**src/hw/rtl/glu_pkg.sv**
```systemverilog
// ----------------------------------------------------------------------------
// glu_pkg
// Shared types and constants for the gcd/lcm unit: job record passed from
// the front end to the back end through the job queue, and queue status.
// ----------------------------------------------------------------------------
package glu_pkg;

  localparam int unsigned OPND_W  = 32;
  localparam int unsigned VALUE_W = 64;
  localparam int unsigned QDEPTH  = 2;
  localparam int unsigned QPTR_W  = $clog2(QDEPTH);
  localparam int unsigned QCNT_W  = $clog2(QDEPTH + 1);

  localparam logic FUNC_GCD = 1'b0;
  localparam logic FUNC_LCM = 1'b1;

  localparam logic [1:0] KIND_GCD = 2'd0;
  localparam logic [1:0] KIND_LCM = 2'd1;
  localparam logic [1:0] KIND_ERR = 2'd2;

  typedef struct packed {
    logic [1:0]        kind;
    logic              neg;
    logic [OPND_W-1:0] mag_a;
    logic [OPND_W-1:0] mag_b;
  } glu_job_t;

  typedef struct packed {
    logic full;
    logic empty;
  } glu_qstat_t;

endpackage

```
**src/hw/rtl/glu_front.sv**
```systemverilog
// ----------------------------------------------------------------------------
// glu_front
// Input side: accepts beats, takes operand magnitudes and sign, and sorts
// each beat into a gcd job, an lcm job or an lcm error before queuing it.
// ----------------------------------------------------------------------------
module glu_front (
  input  logic                     in_tvalid,
  output logic                     in_tready,
  input  logic [63:0]              in_tdata,
  input  logic                     in_tuser,
  input  glu_pkg::glu_qstat_t      qstat,
  output logic                     push,
  output glu_pkg::glu_job_t        job
);

  logic [glu_pkg::OPND_W-1:0] opa;
  logic [glu_pkg::OPND_W-1:0] opb;
  logic [glu_pkg::OPND_W-1:0] mag_a;
  logic [glu_pkg::OPND_W-1:0] mag_b;

  assign opa   = in_tdata[31:0];
  assign opb   = in_tdata[63:32];
  assign mag_a = opa[31] ? (32'd0 - opa) : opa;
  assign mag_b = opb[31] ? (32'd0 - opb) : opb;

  assign in_tready = !qstat.full;
  assign push      = in_tvalid && !qstat.full;

  always_comb begin
    job.mag_a = mag_a;
    job.mag_b = mag_b;
    job.neg   = opa[31] ^ opb[31];
    if (in_tuser == glu_pkg::FUNC_GCD) begin
      job.kind = glu_pkg::KIND_GCD;
    end else if (mag_a == 32'd0 || mag_b == 32'd0) begin
      job.kind = glu_pkg::KIND_ERR;
    end else begin
      job.kind = glu_pkg::KIND_LCM;
    end
  end

endmodule

```
**src/hw/rtl/glu_queue.sv**
```systemverilog
// ----------------------------------------------------------------------------
// glu_queue
// Short job queue between front and back end so that each side can stall
// without holding up the other.
// ----------------------------------------------------------------------------
module glu_queue (
  input  logic                     clk,
  input  logic                     rst_n,
  input  logic                     push,
  input  glu_pkg::glu_job_t        job_in,
  input  logic                     pop,
  output glu_pkg::glu_job_t        job_out,
  output glu_pkg::glu_qstat_t      qstat
);

  glu_pkg::glu_job_t                mem_r [glu_pkg::QDEPTH];
  logic [glu_pkg::QPTR_W-1:0]       wr_ptr_r;
  logic [glu_pkg::QPTR_W-1:0]       rd_ptr_r;
  logic [glu_pkg::QCNT_W-1:0]       cnt_r;
  logic                             do_push;
  logic                             do_pop;

  assign qstat.full  = (cnt_r == glu_pkg::QCNT_W'(glu_pkg::QDEPTH));
  assign qstat.empty = (cnt_r == '0);
  assign do_push     = push && !qstat.full;
  assign do_pop      = pop && !qstat.empty;
  assign job_out     = mem_r[rd_ptr_r];

  always_ff @(posedge clk) begin
    if (do_push) begin
      mem_r[wr_ptr_r] <= job_in;
    end
  end

  always_ff @(posedge clk) begin
    if (!rst_n) begin
      wr_ptr_r <= '0;
      rd_ptr_r <= '0;
      cnt_r    <= '0;
    end else begin
      if (do_push) begin
        wr_ptr_r <= wr_ptr_r + 1'b1;
      end
      if (do_pop) begin
        rd_ptr_r <= rd_ptr_r + 1'b1;
      end
      if (do_push && !do_pop) begin
        cnt_r <= cnt_r + 1'b1;
      end else if (do_pop && !do_push) begin
        cnt_r <= cnt_r - 1'b1;
      end
    end
  end

endmodule

```
**src/hw/rtl/glu_back.sv**
```systemverilog
// ----------------------------------------------------------------------------
// glu_back
// Execution engine: binary gcd one step per cycle, restoring division of
// the first magnitude by the gcd, one 32x32 multiply, sign fix-up, and the
// output register.
// ----------------------------------------------------------------------------
module glu_back (
  input  logic                     clk,
  input  logic                     rst_n,
  input  glu_pkg::glu_qstat_t      qstat,
  input  glu_pkg::glu_job_t        job,
  output logic                     pop,
  output logic                     out_tvalid,
  input  logic                     out_tready,
  output logic [63:0]              out_tdata,
  output logic                     out_tuser
);

  localparam logic [2:0] S_IDLE = 3'd0;
  localparam logic [2:0] S_GCD  = 3'd1;
  localparam logic [2:0] S_DIV  = 3'd2;
  localparam logic [2:0] S_MUL  = 3'd3;
  localparam logic [2:0] S_NEG  = 3'd4;
  localparam logic [2:0] S_FIN  = 3'd5;

  logic [2:0]                  state_r;
  logic [1:0]                  kind_r;
  logic                        neg_r;
  logic [glu_pkg::OPND_W-1:0]  ma_r;
  logic [glu_pkg::OPND_W-1:0]  mb_r;
  logic [glu_pkg::OPND_W-1:0]  ga_r;
  logic [glu_pkg::OPND_W-1:0]  gb_r;
  logic [4:0]                  gk_r;
  logic [glu_pkg::OPND_W-1:0]  gcd_r;
  logic [glu_pkg::OPND_W-1:0]  rem_r;
  logic [glu_pkg::OPND_W-1:0]  dvd_r;
  logic [4:0]                  cnt_r;
  logic [glu_pkg::VALUE_W-1:0] res_r;
  logic                        err_r;
  logic                        out_tvalid_r;
  logic [glu_pkg::VALUE_W-1:0] out_tdata_r;
  logic                        out_tuser_r;

  logic [glu_pkg::OPND_W-1:0]  g_w;
  logic [glu_pkg::OPND_W:0]    rem_sh_w;
  logic                        qbit_w;
  logic [glu_pkg::VALUE_W-1:0] prod_w;

  assign pop        = (state_r == S_IDLE) && !qstat.empty;
  assign out_tvalid = out_tvalid_r;
  assign out_tdata  = out_tdata_r;
  assign out_tuser  = out_tuser_r;

  assign g_w      = (ga_r | gb_r) << gk_r;
  assign rem_sh_w = {rem_r, dvd_r[31]};
  assign qbit_w   = (rem_sh_w >= {1'b0, gcd_r});
  assign prod_w   = dvd_r * mb_r;

  always_ff @(posedge clk) begin
    if (!rst_n) begin
      state_r      <= S_IDLE;
      out_tvalid_r <= 1'b0;
    end else begin
      if (state_r == S_FIN && (!out_tvalid_r || out_tready)) begin
        out_tvalid_r <= 1'b1;
      end else if (out_tready) begin
        out_tvalid_r <= 1'b0;
      end
      unique case (state_r)
        S_IDLE: begin
          if (!qstat.empty) begin
            kind_r <= job.kind;
            neg_r  <= job.neg;
            ma_r   <= job.mag_a;
            mb_r   <= job.mag_b;
            gk_r   <= '0;
            if (job.kind == glu_pkg::KIND_ERR) begin
              res_r   <= '0;
              err_r   <= 1'b1;
              state_r <= S_FIN;
            end else begin
              if (job.mag_a == 32'd0 && job.mag_b == 32'd0) begin
                ga_r <= 32'd1;
                gb_r <= 32'd0;
              end else begin
                ga_r <= job.mag_a;
                gb_r <= job.mag_b;
              end
              state_r <= S_GCD;
            end
          end
        end
        S_GCD: begin
          if (ga_r == 32'd0 || gb_r == 32'd0) begin
            gcd_r <= g_w;
            err_r <= 1'b0;
            if (kind_r == glu_pkg::KIND_GCD) begin
              res_r   <= {32'd0, g_w};
              state_r <= S_FIN;
            end else begin
              rem_r   <= '0;
              dvd_r   <= ma_r;
              cnt_r   <= '0;
              state_r <= S_DIV;
            end
          end else if (!ga_r[0] && !gb_r[0]) begin
            ga_r <= ga_r >> 1;
            gb_r <= gb_r >> 1;
            gk_r <= gk_r + 1'b1;
          end else if (!ga_r[0]) begin
            ga_r <= ga_r >> 1;
          end else if (!gb_r[0]) begin
            gb_r <= gb_r >> 1;
          end else if (ga_r >= gb_r) begin
            ga_r <= (ga_r - gb_r) >> 1;
          end else begin
            gb_r <= (gb_r - ga_r) >> 1;
          end
        end
        S_DIV: begin
          if (qbit_w) begin
            rem_r <= rem_sh_w[31:0] - gcd_r;
          end else begin
            rem_r <= rem_sh_w[31:0];
          end
          dvd_r <= {dvd_r[30:0], qbit_w};
          cnt_r <= cnt_r + 1'b1;
          if (cnt_r == 5'd31) begin
            state_r <= S_MUL;
          end
        end
        S_MUL: begin
          res_r   <= prod_w;
          state_r <= S_NEG;
        end
        S_NEG: begin
          if (neg_r) begin
            res_r <= 64'd0 - res_r;
          end
          state_r <= S_FIN;
        end
        S_FIN: begin
          if (!out_tvalid_r || out_tready) begin
            out_tdata_r  <= res_r;
            out_tuser_r  <= err_r;
            state_r      <= S_IDLE;
          end
        end
        default: begin
          state_r <= S_IDLE;
        end
      endcase
    end
  end

endmodule

```
**src/hw/rtl/gcd_lcm_unit_top.sv**
```systemverilog
// ----------------------------------------------------------------------------
// gcd_lcm_unit_top
// Greatest common divisor or signed least common multiple of two signed
// 32-bit operands.
// ----------------------------------------------------------------------------
// Usage:
// Each input beat carries both operands in in_tdata and the operation in
// in_tuser (0 gcd, 1 lcm). Each input beat gives exactly one output beat,
// in order, with the 64-bit result in out_tdata and the error flag in
// out_tuser. The error flag is set, with a zero result, when lcm is asked
// with a zero operand.
// The job queue holds up to two jobs, so input beats are taken while the
// engine is busy or a result waits at the output. The engine works on one
// job at a time: a binary gcd step per cycle, then for lcm a restoring
// division of the first magnitude by the gcd, one multiply and a sign
// fix-up step.
// When the receiver holds out_tready low, the result stays in the output
// register, the engine waits, and in_tready falls once the queue is full.
// Reset (rst_n low, synchronous) empties the queue and the output register.
// ----------------------------------------------------------------------------
module gcd_lcm_unit_top (
  input  logic        clk,
  input  logic        rst_n,
  input  logic        in_tvalid,
  output logic        in_tready,
  input  logic [63:0] in_tdata,   // operand_a [31:0], operand_b [63:32]
  input  logic        in_tuser,   // func [0]
  output logic        out_tvalid,
  input  logic        out_tready,
  output logic [63:0] out_tdata,  // value [63:0]
  output logic        out_tuser   // error [0]
);

  glu_pkg::glu_qstat_t qstat;
  glu_pkg::glu_job_t   job_in;
  glu_pkg::glu_job_t   job_out;
  logic                push;
  logic                pop;

  glu_front u_front (
    .in_tvalid (in_tvalid),
    .in_tready (in_tready),
    .in_tdata  (in_tdata),
    .in_tuser  (in_tuser),
    .qstat     (qstat),
    .push      (push),
    .job       (job_in)
  );

  glu_queue u_queue (
    .clk     (clk),
    .rst_n   (rst_n),
    .push    (push),
    .job_in  (job_in),
    .pop     (pop),
    .job_out (job_out),
    .qstat   (qstat)
  );

  glu_back u_back (
    .clk        (clk),
    .rst_n      (rst_n),
    .qstat      (qstat),
    .job        (job_out),
    .pop        (pop),
    .out_tvalid (out_tvalid),
    .out_tready (out_tready),
    .out_tdata  (out_tdata),
    .out_tuser  (out_tuser)
  );

`ifndef NO_ASSERTIONS
  a_err_zero: assert property (@(posedge clk) disable iff (!rst_n)
    out_tvalid && out_tuser |-> out_tdata == 64'd0)
    else $error("error beat with nonzero value");

  a_gcd_nonzero: assert property (@(posedge clk) disable iff (!rst_n)
    out_tvalid && !out_tuser |-> out_tdata != 64'd0)
    else $error("result value is zero without error");

  a_stall_full: assert property (@(posedge clk) disable iff (!rst_n)
    !in_tready |-> qstat.full && !qstat.empty)
    else $error("input stalled while queue has room");

  a_no_pop_empty: assert property (@(posedge clk) disable iff (!rst_n)
    pop |-> !qstat.empty)
    else $error("engine took a job from an empty queue");
`endif

endmodule

```
**config.mk**
```make
export PLATFORM = sky130hd
export DESIGN_NAME = gcd_lcm_unit_top
export DESIGN_NICKNAME = d
export VERILOG_FILES = /design/src/hw/rtl/glu_pkg.sv /design/src/hw/rtl/glu_front.sv /design/src/hw/rtl/glu_queue.sv /design/src/hw/rtl/glu_back.sv /design/src/hw/rtl/gcd_lcm_unit_top.sv
export SDC_FILE = /design/constraint.sdc
export NUM_CORES = 2
export LEC_CHECK = 0
export BUFFER_PORTS_ARGS = -buffer_cell sky130_fd_sc_hd__buf_2
export CORE_ASPECT_RATIO = 1.4
export CORE_MARGIN = 2
export CORE_UTILIZATION = 40
export CTS_BUF_LIST = sky130_fd_sc_hd__clkbuf_8
export DETAILED_ROUTE_END_ITERATION = 16
export PLACE_DENSITY = 0.65
export SYNTH_ARGS = -nofsm -noshare
export SYNTH_HDL_FRONTEND = slang
export SYNTH_HIERARCHICAL = 1
export SYNTH_SLANG_ARGS = --single-unit
```
**constraint.sdc**
```tcl
create_clock -name clk -period 10.8 [get_ports clk]
set_input_delay 1.08 -clock clk [delete_from_list [all_inputs] [get_ports clk]]
set_output_delay 1.08 -clock clk [all_outputs]
set_load 0.02 [all_outputs]
```
# --- Word level (Yosys, flattened, before mapping) ---
# Memories as Yosys holds them, arrays and structs flattened. A register that Yosys moved wholly into a read port is not among the register bits.
# Index checks and enable logic that the tools add are counted.
# W data, S select, Z words.
totals:
  ramBits: 134
  output_inout_bits: 67
  in_bits: 69
  latchBits: 0
  ff_bits: 375
  wordCells: 171
  romBits: 0
  n_memories: 1
mem_list:
  columns: ["memory", "depth", "width", "rd", "rd_ports_with_merged_regs", "wr", "line_no", "source"]
  rows:
  - ["u_queue.mem_r", 2, 67, 1, 1, 1, "glu_queue.sv:16", "glu_pkg::glu_job_t mem_r [glu_pkg::QDEPTH];"]
op_classes:
  bitwise_logic: 3
  mux: 61
  div_mod_pow: 0
  magnitude_cmp: 2
  shift: 1
  addsub: 12
  reduce_logical: 45
  n_eq_ne: 23
  multipliers: 1
op_table:
  columns: ["op", "n"]
  rows:
  - ["$mux W32", 23]
  - ["$mux W64", 5]
  - ["$pmux W32 S2", 4]
  - ["$pmux W64 S4", 1]
  - ["$logic_not A32 Y1", 6]
  - ["$sub A32 B32 Y32", 3]
  - ["$mul A32 B32 Y64", 1]
  - ["$sub A1 B32 Y32 const A", 2]
  - ["$sub A1 B64 Y64 const A", 1]
  - ["$ge A33 B32 Y1", 1]
  - ["$ge A32 B32 Y1", 1]
  - ["$or A32 B32 Y32", 1]
  - ["$shl A32 B5 Y32", 1]
  - ["$mux W5", 5]
  - ["$reduce_and A7 Y1", 3]
  - ["$pmux W5 S2", 2]
  - ["$mux W3", 6]
  - ["$pmux W3 S6", 1]
  - ["$reduce_and A5 Y1", 3]
  - ["$ne A2 B2 Y1 const B", 6]
  - ["$ne A4 B4 Y1 const B", 3]
  - ["$add A5 B1 Y5 const B", 2]
  - ["$ne A2 B1 Y1 const B", 5]
  - ["$logic_and A1 B1 Y1", 9]
  - ["other kinds (23)", 53]

# --- Depth between registers and ports, before layout ---
depth:
  word_depth: 8
  mapped_depth: 28
  ltp_nobuf: 26

# --- Cells and area by module ---
# Netlist, hierarchy kept.
by_module_without_submodules:
  columns: ["module", "cells_each", "area_per_inst_um2", "seq_area_each_um2", "n_inst"]
  rows:
  - ["glu_back", 5913, 56153.9, 11100.6, 1]
  - ["glu_queue", 233, 5068.6, 4124.0, 1]
  - ["glu_front", 333, 2329.7, 0.0, 1]

# --- Worst setup path after synthesis ---
# No wires, ideal clock.
synth_path:
  path_type: "register -> register"
  startpoint: "register u_back/mb_r[8] (netlist bit)"
  endpoint: "register u_back/res_r[59] (netlist bit) (data pin)"
  path_stages_with_launch: 25
  t_arrival_ns: 7.169
  path_buffers: 2
  setup_slack_ns: 3.360
  period_less_slack_ns: 7.440
  required_time_ns: 10.529
  setup_time_ns: 0.271
  path_cell_list: "edfxtp_1 -> clkbuf_1 -> and2_1 -> fa_1 -> fa_1 -> inv_1 -> fa_1 -> fa_1 -> fa_1 -> inv_1 -> fa_1 -> fa_1 -> fa_1 -> ha_1 -> clkbuf_1 -> a21oi_1 -> o21a_1 -> nor3b_1 -> a2111o_1 -> o21ai_0 -> a311oi_1 -> o21ai_0 -> a31oi_1 -> xor2_1 -> o22ai_1"
synth_via:
  elab_chain_len: 2
synth_lines:
  columns: ["element", "line_no", "source"]
  rows:
  - ["start, declared", "glu_back.sv:30", "logic [glu_pkg::OPND_W-1:0] mb_r;"]
  - ["start signal, assigned", "glu_back.sv:75", "mb_r <= job.mag_b;"]
  - ["$mul A32 B32 Y64", "glu_back.sv:57", "assign prod_w = dvd_r * mb_r;"]
  - ["$pmux W64 S4", "glu_back.sv:69", "unique case (state_r)"]
  - ["end signal, assigned", "glu_back.sv:98", "res_r <= {32'd0, g_w};"]
  - ["end signal, assigned", "glu_back.sv:133", "res_r <= prod_w;"]
  - ["end signal, assigned", "glu_back.sv:138", "res_r <= 64'd0 - res_r;"]
  - ["end, declared", "glu_back.sv:38", "logic [glu_pkg::VALUE_W-1:0] res_r;"]
# Every way passes these cells.
# A chain may end at the register's enable or synchronous reset.

# --- Worst setup path in the final report ---
layout_path:
  startpoint: "register u_back/mb_r[13] (netlist bit)"
  endpoint: "register u_back/res_r[59] (netlist bit) (data pin)"
# The elaborated chain is that of the path after synthesis.

==> impl_results.md <==
- Status: finished, final reports clean
- Crit Path Max Fanout: 32
- Longest Clk Path Bufs: 3
- Setup crit end kind: flip-flop
- # IOs: 136
- Antenna violations before repair: 12
- Synth area leader: fa_1
- H-tree levels: 3
- Grt ovf: 0
- Number of flip-flops in the largest register: 134
- Synth Net Count: 7848
- Max Clock Skew: 0.06138 ns
- Seq/Total Area, Yosys: 0.2396
- WL final: 213.0 mm
- Yosys warns: 6
- Flops & latches, synth: 510
- Dpl hpwl: 166.9 mm
- Via count: 47790
- Synth Flop Type: edfxtp_1
- Top-area cell type share of the netlist area: 0.2832
- 1st-pass router iterations: 7
- Mean post-synth cell area: 9.809 sq um
- FMAX: 114.3 MHz
- Async SR Flop Fraction: 0
- Skew-Pair Late Insertion Delay: 0.83 ns
- Critical path arrival: 9.26 ns
- Post-route clock period utilization: 0.8101
- Vias in the first global route: 50430
- Nets: 7812
- Clk slew on worst S/H paths: 0.06 ns
- Final max-slew violation count: 0
- GRT Overall Usage: 0.2630
- Final min period: 8.749 ns
- Largest family of logic cells by synthesized area: adder cells
- Count of cell types in the netlist: 99
- Postcts setup bufs: 0
- Post-Synthesis Cells: 6479
- Compound-Gate Fraction of Synth Area: 0.08519
- Die Ht: 475.6 microns
- Number of clock sinks: 510
- Leading cell type in the layout, fill and taps excluded: inv_1
- Top reg by flops: u_queue/mem_r
- Post-DRT Antenna Nets: 0
- Num rows: 173
- Final GP Congestion: 0.9978
- Setup TNS: 0 ns
- Post-Synth Adder-Cell Area: 0.3621
- Largest cells by area after synthesis: fa_1 28%, edfxtp_1 24%, ha_1 7.9%
- Worst Path Required: 11.31 ns
- Post-synth EDFFs: 501
- Post-CTS resize count: 0
- Max-cap violations: 0
- Critical path class: reg2reg
- Layout cells sized above 1: 0.07670
- Mux share of post-synthesis cell area: 0.03107
- PortBufs: 135
- Die Footprint: 162100 sq um
- Final setup fails: 0
- Initial drt markers: 3921
- Initial core utilization: 0.4016
- TritonCTS buffer count: 91
- Clock tree from TritonCTS: yes
- DRC: 0
- Root buffer cell: clkbuf_8
- Per-cell routed wire length: 24.70 microns
- Commonest non-fill, non-tap cells in the layout: 1043 x inv_1, 899 x fa_1, 686 x nand2_1
- Hold-fix buffer count after cts: 0
- Post-DR vias/cell: 5.541
- Crit start category: flip-flop
- Post-Synth XOR/XNOR Area: 0.03638
- Worst hold path class: reg2reg
- First-pass GRT wire length: 317.2 mm
- Netlist Area Pre-Place: 63550 sq um
- Syn-to-layout area delta: 7.143%
- Fin. Hold Viols: 0
- Simple-gate portion of the synthesized area: 0.1634
- RSZ-0062 raised after global routing: false
- Core area: 158200 sq um
- Slew headroom: 0.1786
- Die Width: 340.9 microns
- Worst-Margin Slew: 1.232 ns
- Largest net degree at the start of global routing: 79
==> metal layers <==
metal	part of all wire	GRT usage
met1	0.36	0.2977
met2	0.49	0.4495
met3	0.064	0.03819
met4	0.089	0.1992
met5	0	0
==> synthesized netlist by cell type, drive strengths merged (38+ instances only) <==
cell type	number
nor4	72
edfxtp	501
ha	401
fa	899
o21ai	160
inv	1017
clkbuf	320
a21oi	216
nand3	52
nor2	329
nor3	76
xnor2	184
and2	609
mux2	88
a21o	46
o31ai	38
nand2	689
xor2	80
o22ai	44
mux2i	51
a221oi	41
==> worst max-delay path, cell delays in order (launching register included) <==
cell and delay (ns):
edfxtp_1 1.11, and2_1 0.26, fa_1 0.46, fa_1 0.52, inv_1 0.09, fa_1 0.61
fa_1 0.46, fa_1 0.54, inv_1 0.05, fa_1 0.45, fa_1 0.51, fa_1 0.46
ha_1 0.41, a21oi_1 0.26, o21a_1 0.21, o2111ai_1 0.16, a211oi_1 0.35, o21ai_0 0.21
a311oi_1 0.35, buf_4 0.21, o21ai_0 0.15, a31oi_1 0.23, xor2_1 0.25, o22ai_1 0.12
==> kinds of logic after synthesis <==
| family | after synthesis |
|---|---|
| and+or+nand+nor | 2056 |
| adders and majority gates | 1300 |
| muxes | 160 |
| buffers and inverters | 1373 |
| DFF | 510 |
| AOI/OAI and AO/OA | 816 |
| xor gates and xnor gates | 264 |
==> worst paths after layout <==
| check | start | end | slack (ns) | cells after the start |
|---|---|---|---|---|
| worst min-delay path | u_back/err_r | u_back/out_tuser | 0.43 | 0 |
| worst max register to register | u_back/mb_r[13] | u_back/res_r[59] | 2.05 | 23 |
| worst max-delay path | u_back/mb_r[13] | u_back/res_r[59] | 2.05 | 23 |
| worst min register to register | u_back/err_r | u_back/out_tuser | 0.43 | 0 |
==> per-stage QoR <==
stage | worst slack (ns) | hold WS (ns) | area [sq um] | cells | util
finish | 2.051 | 0.4282 | 68090 | 8626 | 0.4303
floorplan | 3.360 | 0.4003 | 63550 | 6479 | -
CTS | 2.021 | 0.4328 | 68070 | 8619 | 0.4302
detailed placement | 2.086 | 0.4108 | 66200 | 8450 | 0.4184
global placement | 2.312 | 0.4094 | 66200 | 8450 | 0.4184
global route | 1.646 | 0.4459 | 68080 | 8622 | 0.4303
==> layout make-up <==
| class | count | area [sq um] |
|---|---|---|
| Fill cell | 15280 | 90140 |
| Multi-Input combinational cell | 4596 | 43180 |
| Sequential cell | 510 | 15230 |
| Inverter | 1022 | 3836 |
| Tap cell | 2100 | 2628 |
| Clock buffer | 97 | 1335 |
| Timing Repair Buffer | 222 | 1329 |
| Clock inverter | 72 | 538.0 |
| Antenna cell | 7 | 17.52 |
Power is not shown: default switching activity piles up to over one toggle a cycle in this logic, so the estimate is an artifact.
